==> config.mk <==
export PLATFORM = sky130hd
export DESIGN_NAME = hijk_norm
export DESIGN_NICKNAME = d
export VERILOG_FILES = /design/src/assert_macros.svh /design/src/hijk_pkg.sv /design/src/hijk_norm.sv
export SDC_FILE = /design/constraint.sdc
export NUM_CORES = 1
export LEC_CHECK = 0
export ABC_CLOCK_PERIOD_IN_PS = 32200
export BUFFER_PORTS_ARGS = -buffer_cell sky130_fd_sc_hd__buf_4
export CORE_UTILIZATION = 48
export CTS_BUF_LIST = sky130_fd_sc_hd__clkbuf_8
export CTS_CLUSTER_DIAMETER = 80
export DETAILED_ROUTE_END_ITERATION = 8
export PLACE_DENSITY = 0.68
export SYNTH_ARGS = -nofsm -noshare
export SYNTH_HDL_FRONTEND = slang
export SYNTH_SLANG_ARGS = --single-unit
==> constraint.sdc <==
create_clock -name aclk -period 32.2 [get_ports aclk]
set_clock_uncertainty 0.05 [all_clocks]
set_input_delay 3.22 -clock aclk [delete_from_list [all_inputs] [get_ports aclk]]
set_output_delay 3.22 -clock aclk [all_outputs]
set_load 0.01 [all_outputs]
==> src/assert_macros.svh <==
// Assertion macros used by the RTL top level
`ifndef ASSERT_MACROS_SVH
`define ASSERT_MACROS_SVH
`ifndef SYNTHESIS
`define HIJK_ASSERT(lbl, clk, rstn, prop, msg) \
    lbl: assert property (@(posedge clk) disable iff (!(rstn)) (prop)) else $error(msg);
`define HIJK_ASSERT_ALWAYS(lbl, clk, prop, msg) \
    lbl: assert property (@(posedge clk) (prop)) else $error(msg);
`else
`define HIJK_ASSERT(lbl, clk, rstn, prop, msg)
`define HIJK_ASSERT_ALWAYS(lbl, clk, prop, msg)
`endif
`endif

==> src/hijk_pkg.sv <==
// Shared types, constants and helpers of the hex IJK coordinate ALU
package hijk_pkg;

    localparam int CW        = 32;  // coordinate arithmetic width
    localparam int FIELD_W   = 32;
    localparam int OP_W      = 5;
    localparam int S_TDATA_W = 7 * FIELD_W;
    localparam int M_TDATA_W = ((4 * FIELD_W + 1 + 7) / 8) * 8;

    // floor(2^CW / 7); estimate of n/7 is exact or one low
    localparam logic [CW-1:0] DIV7_M = {CW{1'b1}} / 7;

    typedef logic signed [CW-1:0]      coord_t;
    typedef logic        [CW-1:0]      ucoord_t;
    typedef logic signed [FIELD_W-1:0] field_t;

    typedef enum logic [OP_W-1:0] {
        OP_NORM     = OP_W'(0),
        OP_ADD      = OP_W'(1),
        OP_SUB      = OP_W'(2),
        OP_SCALE    = OP_W'(3),
        OP_ROT_CCW  = OP_W'(4),
        OP_ROT_CW   = OP_W'(5),
        OP_DOWN7    = OP_W'(6),
        OP_DOWN7R   = OP_W'(7),
        OP_DOWN3    = OP_W'(8),
        OP_DOWN3R   = OP_W'(9),
        OP_UP7      = OP_W'(10),
        OP_UP7R     = OP_W'(11),
        OP_DIST     = OP_W'(12),
        OP_TOIJ     = OP_W'(13),
        OP_TOCUBE   = OP_W'(14),
        OP_FROMCUBE = OP_W'(15),
        OP_MATCH    = OP_W'(16)
    } op_t;

    typedef struct packed {
        coord_t i;
        coord_t j;
        coord_t k;
    } triple_t;

    typedef struct packed {
        op_t     op;
        logic    eq;
        logic    nrm;   // triple still to be normalized
        triple_t t;
    } item_t;

    function automatic coord_t x2(coord_t v);
        return v <<< 1;
    endfunction

    function automatic coord_t x3(coord_t v);
        return v + (v <<< 1);
    endfunction

    function automatic ucoord_t mag(coord_t v);
        coord_t n;
        n = -v;
        return v[CW-1] ? ucoord_t'(n) : ucoord_t'(v);
    endfunction

endpackage

==> src/hijk_norm.sv <==
// Normalize stages: clear negatives one component a stage, then remove the minimum
module hijk_norm (
    input  logic              aclk,
    input  logic              aresetn,
    input  logic              in_valid,
    output logic              in_ready,
    input  hijk_pkg::item_t   in_item,
    output logic              out_valid,
    input  logic              out_ready,
    output hijk_pkg::item_t   out_item
);
    import hijk_pkg::*;

    localparam int NST = 5;

    logic [NST-1:0] valid_reg;
    logic [NST-1:0] valid_next;
    logic [NST-1:0] en;
    item_t          item_reg  [NST];
    item_t          item_next [NST];
    coord_t         min_reg, min_next;
    coord_t         ci, cj, ck;

    always_comb begin
        en[NST-1] = !valid_reg[NST-1] || out_ready;
        for (int s = NST - 2; s >= 0; s--) begin
            en[s] = !valid_reg[s] || en[s+1];
        end
    end

    assign valid_next = {valid_reg[NST-2:0], in_valid};
    assign in_ready   = en[0];

    always_comb begin
        // i negative
        item_next[0] = in_item;
        if (in_item.nrm && in_item.t.i[CW-1]) begin
            item_next[0].t.j = in_item.t.j - in_item.t.i;
            item_next[0].t.k = in_item.t.k - in_item.t.i;
            item_next[0].t.i = '0;
        end
        // j negative
        item_next[1] = item_reg[0];
        if (item_reg[0].nrm && item_reg[0].t.j[CW-1]) begin
            item_next[1].t.i = item_reg[0].t.i - item_reg[0].t.j;
            item_next[1].t.k = item_reg[0].t.k - item_reg[0].t.j;
            item_next[1].t.j = '0;
        end
        // k negative
        item_next[2] = item_reg[1];
        if (item_reg[1].nrm && item_reg[1].t.k[CW-1]) begin
            item_next[2].t.i = item_reg[1].t.i - item_reg[1].t.k;
            item_next[2].t.j = item_reg[1].t.j - item_reg[1].t.k;
            item_next[2].t.k = '0;
        end
        // smallest component
        item_next[3] = item_reg[2];
        ci = item_reg[2].t.i;
        cj = item_reg[2].t.j;
        ck = item_reg[2].t.k;
        min_next = ci;
        if (cj < min_next) begin
            min_next = cj;
        end
        if (ck < min_next) begin
            min_next = ck;
        end
        // subtract it when positive
        item_next[4] = item_reg[3];
        if (item_reg[3].nrm && min_reg > coord_t'(0)) begin
            item_next[4].t.i = item_reg[3].t.i - min_reg;
            item_next[4].t.j = item_reg[3].t.j - min_reg;
            item_next[4].t.k = item_reg[3].t.k - min_reg;
        end
    end

    always_ff @(posedge aclk) begin
        if (!aresetn) begin
            valid_reg <= '0;
        end else begin
            for (int s = 0; s < NST; s++) begin
                if (en[s]) begin
                    valid_reg[s] <= valid_next[s];
                end
            end
        end
    end

    always_ff @(posedge aclk) begin
        for (int s = 0; s < NST; s++) begin
            if (en[s] && valid_next[s]) begin
                item_reg[s] <= item_next[s];
            end
        end
        if (en[3] && valid_next[3]) begin
            min_reg <= min_next;
        end
    end

    assign out_valid = valid_reg[NST-1];
    assign out_item  = item_reg[NST-1];

endmodule

==> flow_metrics.py <==
metrics = {
    "clock_tree": {
        "max-clock-path-buffers": 3,
        "htreeDepth": 3,
        "cts.clk_slew.worst_paths_ns": 0.06,
        "cts_sinks": 552,
        "cts_tree": "yes",
        "cts_hold_buf": 0,
        "cts_root_buffer": "clkbuf_8",
        "cts_resized": 0,
        "clk_latency_ns": 0.68,
        "cts_setup_buffers": 0,
        "cts_buffers": 91,
    },
    "flow_run": {
        "maxCapViolCount": 0,
    },
    "setup_path": {
        "worst-path-max-fanout": 6,
        "slowest_stage": "and3_1",
        "cp-end-kind": "primary output",
        "timing.rr.end": "min_reg[5]",
        "r2r-start": "item_reg[0][269]",
        "critPathLaunch": "out_ready",
        "reg2reg_slack_ns": 26.56,
        "cpMostUsedCell": "buf_4",
        "crit_family": "simple AND/OR/NAND/NOR gates",
        "cp_slowest_stage_delay_ns": 0.49,
        "worstPathCellList": "buf_4, nor2b_1, and3_1, nand3_1, buf_4",
        "cp.required_ns": 28.93,
        "worstPathArrival_ns": 4.57,
        "startpoint_type": "input port",
        "critPathBufInv": 2,
        "path_depth": 5,
        "critPathCapture": "in_ready",
        "crit_type": "in -> out",
        "rr_worst_depth": 21,
    },
    "routing": {
        "ant_nets": 0,
        "avgViaCountPerCell": 5.47,
        "drc": 0,
        "vias": 27041,
        "wl_um": 81800,
        "wire_per_inst_um": 16.6,
        "first_iter_violations": 1917,
        "dr.pass1.iters": 6,
    },
    "die": {
        "die-area_mm2": 0.0781,
        "die_y_um": 279,
        "start_util_pct": 48.6,
        "core.rowCount": 101,
        "die_x_um": 279,
        "ios": 212,
        "core_area_mm2": 0.0761,
    },
    "logic_synthesis": {
        "syn_inst": 3720,
        "synth_top_family_by_area": "compound AO/OA/AOI/OAI gates",
        "synthTopCellsByArea": "edfxtp_1 44%, ha_1 12%, o21ai_0 4.7%",
        "ys.flop_type": "edfxtp_1",
        "yosys.area_share.xor_xnor_pct": 4.72,
        "ys_types": 88,
        "syn-num-nets": 4177,
        "synth_top_area_share_pct": 44.4,
        "synth_edf_count": 547,
        "synth_seq_cells": 552,
        "synthesis.area_mm2": 0.0370,
        "ys.warnings.count": 0,
        "synth_top_cell_by_area": "edfxtp_1",
        "async_reset_ff_share_pct": 0,
        "synth_fa_ha_area_share_pct": 12.0,
        "synth-seq-area-share_pct": 44.7,
        "muxShareOfSynthArea_pct": 1.22,
        "synth.avg_cell_area_um2": 9.93,
        "synth-simple-area-share_pct": 12.7,
        "synth_compound_area_share_pct": 18.6,
    },
    "global_routing": {
        "antenna_found_initial": 2,
        "grt_usage_pct": 20.6,
        "grt_pass1_vias": 25594,
        "grt-ovfl-total": 0,
        "grt_pass1_wl_um": 130000,
        "grt_max_degree": 117,
    },
    "cells_and_area": {
        "area_growth_pct": 9.91,
        "finalCoreUtilization_pct": 53.4,
        "largest_reg_flops": 515,
        "drive_above_1_share_pct": 10.4,
        "nNetsFinal": 4296,
        "layout_common_cells": "547 x edfxtp_1, 374 x nand2_1, 345 x o21ai_0, 341 x ha_1, 290 x inv_1",
        "layout_commonest_cell": "edfxtp_1",
    },
    "pwr": {
        "vdd_drop_max_uv": 29.9,
        "p_leak_nw": 16.8,
        "power_density_mw_per_mm2": 47.0,
    },
    "placed_design": {
        "routabilityCongestion": 0.926,
        "portBuffers": 211,
        "place_hpwl_um": 63300,
    },
    "sta": {
        "maxSlewViolCount": 0,
        "period_share_pct": 24.3,
        "worst_pin_slew_ns": 1.04,
        "rsz0062_at_grt": "no",
        "final-hold-violation-count": 0,
        "setup_violations": 0,
        "fmax_mhz": 128,
        "tns_ns": 0,
        "fin_crit_ns": 7.84,
        "slew_headroom_pct": 30.9,
    },
    "hold_path": {
        "hp-class": "reg -> reg",
    },
    "outcome": {
        "status": "finished clean",
    },
}
## layer usage
layer / GRT usage [%] / vias up / share of wire [%] / wire length (um)
met5: 0 / - / 0 / 0
met2: 32.3 / 732 / 44 / 35800
li1: - / 13813 / - / -
met1: 29.4 / 12360 / 49 / 39700
met3: 2.76 / 136 / 5.2 / 4220
met4: 7.03 / 0 / 2.6 / 2120
## synthesized netlist by cell type (7+ instances only)
cell,count
a211o_1,12
a211oi_1,36
a21boi_0,14
a21o_1,86
a21oi_1,282
a221o_1,7
a221oi_1,7
a31o_2,8
a31oi_1,28
a41oi_1,7
and2_1,20
and3_1,20
buf_1,13
buf_4,104
clkbuf_1,84
edfxtp_1,547
fa_1,9
ha_1,341
inv_1,271
mux2_2,7
mux2i_1,37
nand2_1,377
nand2b_1,54
nand3_1,39
nand3b_1,14
nand4_1,24
nor2_1,231
nor2b_1,46
nor3_1,57
nor3b_1,21
nor4_1,17
o2111ai_1,7
o211ai_1,30
o21a_1,78
o21ai_0,346
o21ai_1,14
o21bai_1,25
o311ai_0,8
o31a_1,8
o31ai_1,45
o41ai_1,8
or2_2,16
or3_1,24
xnor2_1,99
xor2_1,100
## how the worst min path moves through the flow
stage / startpoint / to / slack (ns) / cells after the start
final: item_reg[0][303] / item_reg[0][406] / 0.34 / 0
after global routing: item_reg[0][303] / item_reg[0][406] / 0.36 / 0
after CTS: item_reg[0][303] / item_reg[0][406] / 0.34 / 0
after detailed placement: item_reg[0][97] / item_reg[0][200] / 0.35 / 0
after global placement: item_reg[0][302] / item_reg[0][405] / 0.35 / 0
after floorplan: item_reg[0][97] / item_reg[0][200] / 0.35 / 0
## layout make-up
| class | instances | area, um2 |
|---|---|---|
| antenna | 2 | 5.00 |
| timing repair buffer | 230 | 1730 |
| inverter | 271 | 1020 |
| clock inverter | 68 | 445 |
| clock buffer | 93 | 1280 |
| fill | 6842 | 35500 |
| multi-input combinational | 2693 | 18300 |
| sequential | 552 | 16500 |
| tap | 1030 | 1290 |
## power breakdown
group          switching [mW]  total, mW  internal (mW)
clock network           0.277      0.587          0.310
registers              0.0219      0.864          0.842
logic                   0.265      0.457          0.192
total                   0.564       1.91           1.34
## cell families (layout without fill, tap and decap cells)
logic type | after synthesis | in the layout
AO/OA/AOI/OAI | 1109 | 1109
XOR/XNOR | 199 | 199
flip-flops | 552 | 552
multiplexers | 44 | 44
other | 0 | 2
adder cells (fa/ha/maj) | 350 | 350
buffers and inverters | 475 | 662
AND/OR/NAND/NOR | 991 | 991
## stage by stage
step / total power [mW] / cell area, um2 / cells / hold WS [ns] / setup WS (ns)
floorplan: 1.23 / 37000 / 3720 / 0.350 / 18.26
global placement: 1.32 / 38900 / 4776 / 0.353 / 24.38
detailed placement: 1.33 / 38900 / 4776 / 0.355 / 24.36
CTS: 1.93 / 40600 / 4937 / 0.343 / 24.34
global route: 2.01 / 40600 / 4939 / 0.355 / 24.23
finish: 1.91 / 40600 / 4939 / 0.344 / 24.36
Note: power is estimated with default switching activity, not from simulation.
