## config.mk

```make
export PLATFORM = sky130hd
export DESIGN_NAME = hijk_div7
export DESIGN_NICKNAME = d
export VERILOG_FILES = /design/src/assert_macros.svh /design/src/hijk_pkg.sv /design/src/hijk_div7.sv
export SDC_FILE = /design/constraint.sdc
export NUM_CORES = 2
export LEC_CHECK = 0
export BUFFER_PORTS_ARGS = -buffer_cell sky130_fd_sc_hd__buf_2
export CAP_MARGIN = 10
export CORE_MARGIN = 10
export CORE_UTILIZATION = 51
export CTS_BUF_LIST = sky130_fd_sc_hd__clkbuf_4 sky130_fd_sc_hd__clkbuf_8
export DETAILED_ROUTE_END_ITERATION = 12
export PLACE_DENSITY = 0.67
export SLEW_MARGIN = 10
export SYNTH_ARGS = -nofsm -noshare
export SYNTH_HDL_FRONTEND = slang
export SYNTH_SLANG_ARGS = --single-unit
```

## constraint.sdc

```tcl
create_clock -name aclk -period 15.5 [get_ports aclk]
set_clock_uncertainty 0.1 [all_clocks]
set_input_delay 0 -clock aclk [delete_from_list [all_inputs] [get_ports aclk]]
set_output_delay 0 -clock aclk [all_outputs]
set_load 0.03 [all_outputs]
```

## src/assert_macros.svh

```systemverilog
// Assertion macros used by the RTL top level
`ifndef ASSERT_MACROS_SVH
`define ASSERT_MACROS_SVH
`ifndef SYNTHESIS
`define HIJK_ASSERT(lbl, clk, rstn, prop, msg) \
    lbl: assert property (@(posedge clk) disable iff (!(rstn)) (prop)) else $error(msg);
`define HIJK_ASSERT_ALWAYS(lbl, clk, prop, msg) \
    lbl: assert property (@(posedge clk) (prop)) else $error(msg);
`else
`define HIJK_ASSERT(lbl, clk, rstn, prop, msg)
`define HIJK_ASSERT_ALWAYS(lbl, clk, prop, msg)
`endif
`endif

```

## src/hijk_pkg.sv

```systemverilog
// Shared types, constants and helpers of the hex IJK coordinate ALU
package hijk_pkg;

    localparam int CW        = 32;  // coordinate arithmetic width
    localparam int FIELD_W   = 32;
    localparam int OP_W      = 5;
    localparam int S_TDATA_W = 7 * FIELD_W;
    localparam int M_TDATA_W = ((4 * FIELD_W + 1 + 7) / 8) * 8;

    // floor(2^CW / 7); estimate of n/7 is exact or one low
    localparam logic [CW-1:0] DIV7_M = {CW{1'b1}} / 7;

    typedef logic signed [CW-1:0]      coord_t;
    typedef logic        [CW-1:0]      ucoord_t;
    typedef logic signed [FIELD_W-1:0] field_t;

    typedef enum logic [OP_W-1:0] {
        OP_NORM     = OP_W'(0),
        OP_ADD      = OP_W'(1),
        OP_SUB      = OP_W'(2),
        OP_SCALE    = OP_W'(3),
        OP_ROT_CCW  = OP_W'(4),
        OP_ROT_CW   = OP_W'(5),
        OP_DOWN7    = OP_W'(6),
        OP_DOWN7R   = OP_W'(7),
        OP_DOWN3    = OP_W'(8),
        OP_DOWN3R   = OP_W'(9),
        OP_UP7      = OP_W'(10),
        OP_UP7R     = OP_W'(11),
        OP_DIST     = OP_W'(12),
        OP_TOIJ     = OP_W'(13),
        OP_TOCUBE   = OP_W'(14),
        OP_FROMCUBE = OP_W'(15),
        OP_MATCH    = OP_W'(16)
    } op_t;

    typedef struct packed {
        coord_t i;
        coord_t j;
        coord_t k;
    } triple_t;

    typedef struct packed {
        op_t     op;
        logic    eq;
        logic    nrm;   // triple still to be normalized
        triple_t t;
    } item_t;

    function automatic coord_t x2(coord_t v);
        return v <<< 1;
    endfunction

    function automatic coord_t x3(coord_t v);
        return v + (v <<< 1);
    endfunction

    function automatic ucoord_t mag(coord_t v);
        coord_t n;
        n = -v;
        return v[CW-1] ? ucoord_t'(n) : ucoord_t'(v);
    endfunction

endpackage

```

## src/hijk_div7.sv

```systemverilog
// Parent stages: rounded division of the IJ combinations by 7
module hijk_div7 (
    input  logic              aclk,
    input  logic              aresetn,
    input  logic              in_valid,
    output logic              in_ready,
    input  hijk_pkg::item_t   in_item,
    output logic              out_valid,
    input  logic              out_ready,
    output hijk_pkg::item_t   out_item
);
    import hijk_pkg::*;

    localparam int NST = 5;

    typedef struct packed {
        logic    sp;
        logic    sq;
        ucoord_t np;
        ucoord_t nq;
    } dnum_t;

    typedef struct packed {
        logic    sp;
        logic    sq;
        logic    ip;
        logic    iq;
        ucoord_t ep;
        ucoord_t eq;
    } dest_t;

    logic [NST-1:0] valid_reg;
    logic [NST-1:0] valid_next;
    logic [NST-1:0] en;
    item_t          item_reg  [NST];
    item_t          item_next [NST];

    dnum_t   num1_reg, num1_next;
    dnum_t   num2_reg;
    ucoord_t estp2_reg, estq2_reg;
    ucoord_t estp_next, estq_next;
    dest_t   est3_reg, est3_next;

    logic [2*CW-1:0] prod_p, prod_q;
    ucoord_t         rp, rq;
    ucoord_t         qp, qq;
    coord_t          x, y, p, q;

    always_comb begin
        en[NST-1] = !valid_reg[NST-1] || out_ready;
        for (int s = NST - 2; s >= 0; s--) begin
            en[s] = !valid_reg[s] || en[s+1];
        end
    end

    assign valid_next = {valid_reg[NST-2:0], in_valid};
    assign in_ready   = en[0];

    // stage 0: the two numerators
    always_comb begin
        x = in_item.t.i;
        y = in_item.t.j;
        if (in_item.op == OP_UP7) begin
            p = x3(x) - y;
            q = x + x2(y);
        end else begin
            p = x2(x) + y;
            q = x3(y) - x;
        end
        item_next[0] = in_item;
        if (in_item.op == OP_UP7 || in_item.op == OP_UP7R) begin
            item_next[0].t.i = p;
            item_next[0].t.j = q;
        end
    end

    // stage 1: magnitude plus half the divisor, sign kept aside
    always_comb begin
        item_next[1] = item_reg[0];
        num1_next.sp = item_reg[0].t.i[CW-1];
        num1_next.sq = item_reg[0].t.j[CW-1];
        num1_next.np = mag(item_reg[0].t.i) + ucoord_t'(3);
        num1_next.nq = mag(item_reg[0].t.j) + ucoord_t'(3);
    end

    // stage 2: reciprocal multiply
    always_comb begin
        item_next[2] = item_reg[1];
        prod_p    = (2*CW)'(num1_reg.np) * (2*CW)'(DIV7_M);
        prod_q    = (2*CW)'(num1_reg.nq) * (2*CW)'(DIV7_M);
        estp_next = prod_p[2*CW-1:CW];
        estq_next = prod_q[2*CW-1:CW];
    end

    // stage 3: remainder check, estimate may be one short
    always_comb begin
        item_next[3] = item_reg[2];
        rp = num2_reg.np - ((estp2_reg << 3) - estp2_reg);
        rq = num2_reg.nq - ((estq2_reg << 3) - estq2_reg);
        est3_next.sp = num2_reg.sp;
        est3_next.sq = num2_reg.sq;
        est3_next.ip = (rp >= ucoord_t'(7));
        est3_next.iq = (rq >= ucoord_t'(7));
        est3_next.ep = estp2_reg;
        est3_next.eq = estq2_reg;
    end

    // stage 4: final quotient with sign restored
    always_comb begin
        qp = est3_reg.ep + ucoord_t'(est3_reg.ip);
        qq = est3_reg.eq + ucoord_t'(est3_reg.iq);
        item_next[4] = item_reg[3];
        if (item_reg[3].op == OP_UP7 || item_reg[3].op == OP_UP7R) begin
            item_next[4].t.i = est3_reg.sp ? coord_t'(-qp) : coord_t'(qp);
            item_next[4].t.j = est3_reg.sq ? coord_t'(-qq) : coord_t'(qq);
            item_next[4].t.k = '0;
        end
    end

    always_ff @(posedge aclk) begin
        if (!aresetn) begin
            valid_reg <= '0;
        end else begin
            for (int s = 0; s < NST; s++) begin
                if (en[s]) begin
                    valid_reg[s] <= valid_next[s];
                end
            end
        end
    end

    always_ff @(posedge aclk) begin
        for (int s = 0; s < NST; s++) begin
            if (en[s] && valid_next[s]) begin
                item_reg[s] <= item_next[s];
            end
        end
        if (en[1] && valid_next[1]) begin
            num1_reg <= num1_next;
        end
        if (en[2] && valid_next[2]) begin
            num2_reg  <= num1_reg;
            estp2_reg <= estp_next;
            estq2_reg <= estq_next;
        end
        if (en[3] && valid_next[3]) begin
            est3_reg <= est3_next;
        end
    end

    assign out_valid = valid_reg[NST-1];
    assign out_item  = item_reg[NST-1];

endmodule

```

==> summary.md <==
| Metric | Value |
|---|---|
| Status | `finished, final reports clean` |
| IO Count | `212` |
| Post-layout net count | `8,102` |
| WP buf/inv | `4` |
| Clock slew at reported path FFs | `0.06 ns` |
| Power Dens Cells | `164.7 nW/µm²` |
| I/O Buffers | `211` |
| Slowest-stage cell, CP | `o211ai_1` |
| Root buf cell | `clkbuf_8` |
| Slew of the pin with the lowest slew margin | `1.195 ns` |
| Grt total ovfl | `0` |
| TritonCTS Buffers | `131` |
| Final GP Congestion | `0.9880` |
| Most common cell after layout, fill and taps aside | `inv_1` |
| Post-Synthesis Cell Area | `66,560 µm²` |
| Drt wl/cell | `20.75 µm` |
| Hold Crit Class | `input pin to register` |
| Area Overhead vs Synth | `10.21%` |
| Final setup violation count | `0` |
| Worst slack at placement | `8.101 ns` |
| Core area | `129,600 µm²` |
| Setup_tns | `0 ns` |
| H-tree Lvls | `4` |
| Initial antenna violation count | `8` |
| Seq/Total Area, Yosys | `0.3466` |
| Core Rows | `132` |
| DRT antenna net count | `0` |
| Crit-path cells | `ha_1, xor2_1, ha_1, inv_1, fa_1, inv_1, fa_1, fa_1, inv_1, fa_1, inv_1, ha_1, and3_1, and3_1, a221o_1, o211ai_1, a31oi_1, o211ai_1, and2_1, a21oi_1, a2111o_1, o311ai_0` |
| Largest net degree at the start of global routing | `93` |
| Drt drc | `0` |
| CP arrival | `8.12 ns` |
| Layout cells sized above 1 | `0.07691` |
| # clock sinks | `770` |
| Post-Place Cells | `8,135` |
| CP peak stage delay | `0.61 ns` |
| Most frequent cells in the layout | `inv_1 (1,374), edfxtp_1 (765), ha_1 (762)` |
| Die width | `381.3 µm` |
| Worst-skew pair later-pin latency | `0.86 ns` |
| Full die area | `145,400 µm²` |
| FMAX | `132.0 MHz` |
| Dpl hpwl | `145,500 µm` |
| Avg Vias per Cell | `5.450` |
| Setup crit end kind | `register` |
| DIE HEIGHT | `381.3 µm` |
| Cell Count, Final, Fillers Out | `8,556` |
| Fin. max-slew vios | `0` |
| Routed wire length | `177,500 µm` |
| Clock Tree Buf Depth | `3` |
| Syn Area/Cell | `10.43 µm²` |
| VDD IR-drop max | `147.1 µV` |
| Worst setup margin | `7.927 ns` |
| All-Layer GR Usage | `0.2430` |
| Distinct cell type count after synthesis | `105` |
| Detailed-route via count | `46.63k` |
| First-pass GRT wire length | `276,500 µm` |
| CP Data Required Time | `16.05 ns` |
| Post-synth top flop | `edfxtp_1` |
| Drt initial violations | `4,497` |
| Initial DRT Pass Iterations | `6` |
| Period minus WS final | `7.573 ns` |
| CTS tree | `built` |
| Worst-path maximum fanout | `6` |
| Max reg flops | `515` |
| Vias in the first global route | `46.56k` |
| Filler instances | `11.07k` |
| Final worst-path cycle share | `0.4886` |
| Synth Instances | `6,380` |
| Async SR Flop Fraction | `0` |
| Setup Buffers After CTS | `0` |
| Total of max-cap violations | `0` |
| RSZ-0062 raised after global routing | `false` |
| Syn Nets | `7,759` |
| Post-synth EDFFs | `765` |
| Syn. warnings | `0` |
| Critical path type | `register to register` |
| Normalized max-slew margin | `0.2034` |
| Final Hold Viols | `0` |
| Startpoint Class | `register` |
| Initial Util | `0.5134` |
| Synthesis-stage register bit count | `770` |
| CP top delay family | `adder cells` |
| LEAKAGE | `0.03332 µW` |
[what timing repair did]
| action | 4_1_cts | 5_1_grt |
|---|---|---|
| endpoints found under the hold margin | 163 | 0 |
| hold buffers | 197 | 0 |
| gates resized for setup | 0 | 0 |
[per-stage QoR]
stage	total power, µW	instance area [µm²]	utilization	hold WS [ns]
after floorplan	8201	66560	-	-0.001131
after global routing	13170	73360	0.5658	0.1477
final	12080	73360	0.5658	0.1703
after global placement	10070	68800	0.5307	0.07872
after detailed placement	10140	68800	0.5307	0.07826
after CTS	12090	73350	0.5658	0.07035
[worst paths after layout]
path / startpoint / endpoint / slack (ns) / cells after the start
max: num1_reg[34]$_DFFE_PP_ / estp2_reg[26]$_DFFE_PP_ / 7.93 / 22
min: in_item[54] / item_reg[0][54]$_DFFE_PP_ / 0.17 / 4
max reg2reg: num1_reg[34]$_DFFE_PP_ / estp2_reg[26]$_DFFE_PP_ / 7.93 / 22
min reg2reg: item_reg[0][136]$_DFFE_PP_ / item_reg[0][239]$_DFFE_PP_ / 0.29 / 0
[cell usage after synthesis, drive strengths merged (10+ instances only)]
cell type,number,area (µm²)
or2,24,150.1
and3,48,300.3
edfxtp,765,22970
and4,11,96.34
nor2,225,847.1
clkbuf,92,350.3
nand3,89,450.4
a21o,108,810.8
and2,69,434.2
nand3b,17,127.6
a31oi,48,300.3
nand4,58,362.9
o21bai,49,367.9
a221oi,10,87.58
inv,1374,5157
xor2,168,1471
o221ai,12,105.1
nand2,302,1134
mux2i,14,140.1
a211oi,41,312.8
buf,132,937.2
o21a,29,217.7
nand2b,41,264.0
a21oi,274,1375
or4,16,142.6
o2111ai,10,87.58
ha,762,9534
o31ai,35,267.8
a211o,15,131.4
nor4,35,246.5
o22ai,11,75.07
a21boi,13,101.3
o21ai,284,1421
o41ai,13,121.4
fa,510,10210
nor3,93,490.5
nor2b,60,375.4
nor3b,10,75.07
xnor2,283,2479
a2111oi,11,127.6
a22oi,11,82.58
or3,44,295.3
o211ai,42,315.3
[cell families after synthesis]
kind of cell | Yosys count | share of synthesized area
AOI/OAI and AO/OA | 1105 | 0.1074
xor gates and xnor gates | 451 | 0.05935
adders and majority gates | 1272 | 0.2966
buffers and inverters | 1600 | 0.09694
DFF | 770 | 0.3466
muxes | 23 | 0.003628
and+or+nand+nor | 1159 | 0.08938
[worst reg2reg max path, cell delays in order (launching register included)]
cell	delay [ns]
edfxtp_1	0.58
ha_1	0.43
xor2_1	0.52
ha_1	0.35
inv_1	0.08
fa_1	0.41
inv_1	0.08
fa_1	0.42
fa_1	0.50
inv_1	0.05
fa_1	0.47
inv_1	0.05
ha_1	0.34
and3_1	0.23
and3_1	0.18
a221o_1	0.37
o211ai_1	0.61
a31oi_1	0.28
o211ai_1	0.32
and2_1	0.25
a21oi_1	0.19
a2111o_1	0.44
o311ai_0	0.11
[power breakdown]
| group | internal [µW] | switching, µW | total, µW |
|---|---|---|---|
| Sequential | 2640 | 170 | 2810 |
| Clock | 992 | 843 | 1840 |
| Combinational | 3060 | 4370 | 7430 |
[layout make-up]
class                   instances  area, µm²  area share
clock inverters                54      488.0    0.006652
clock buffers                 169       2095     0.02855
repair buffers                434       3223     0.04394
multi-input cells            4010      37130      0.5062
inverters                    1376       5165     0.07041
flip-flops and latches        770      23070      0.3145
well taps                    1742       2180     0.02971
diodes                          1      2.502  0.00003411
[per-layer routing]
metal  track usage  up-vias  part of all wire
li1              -    22034                 -
met1        0.3608    22607              0.47
met2        0.3676     1775              0.44
met3       0.04107      212             0.074
met4       0.05959        0             0.022
met5             0        -                 0
Power figures use the tool's default switching activity.
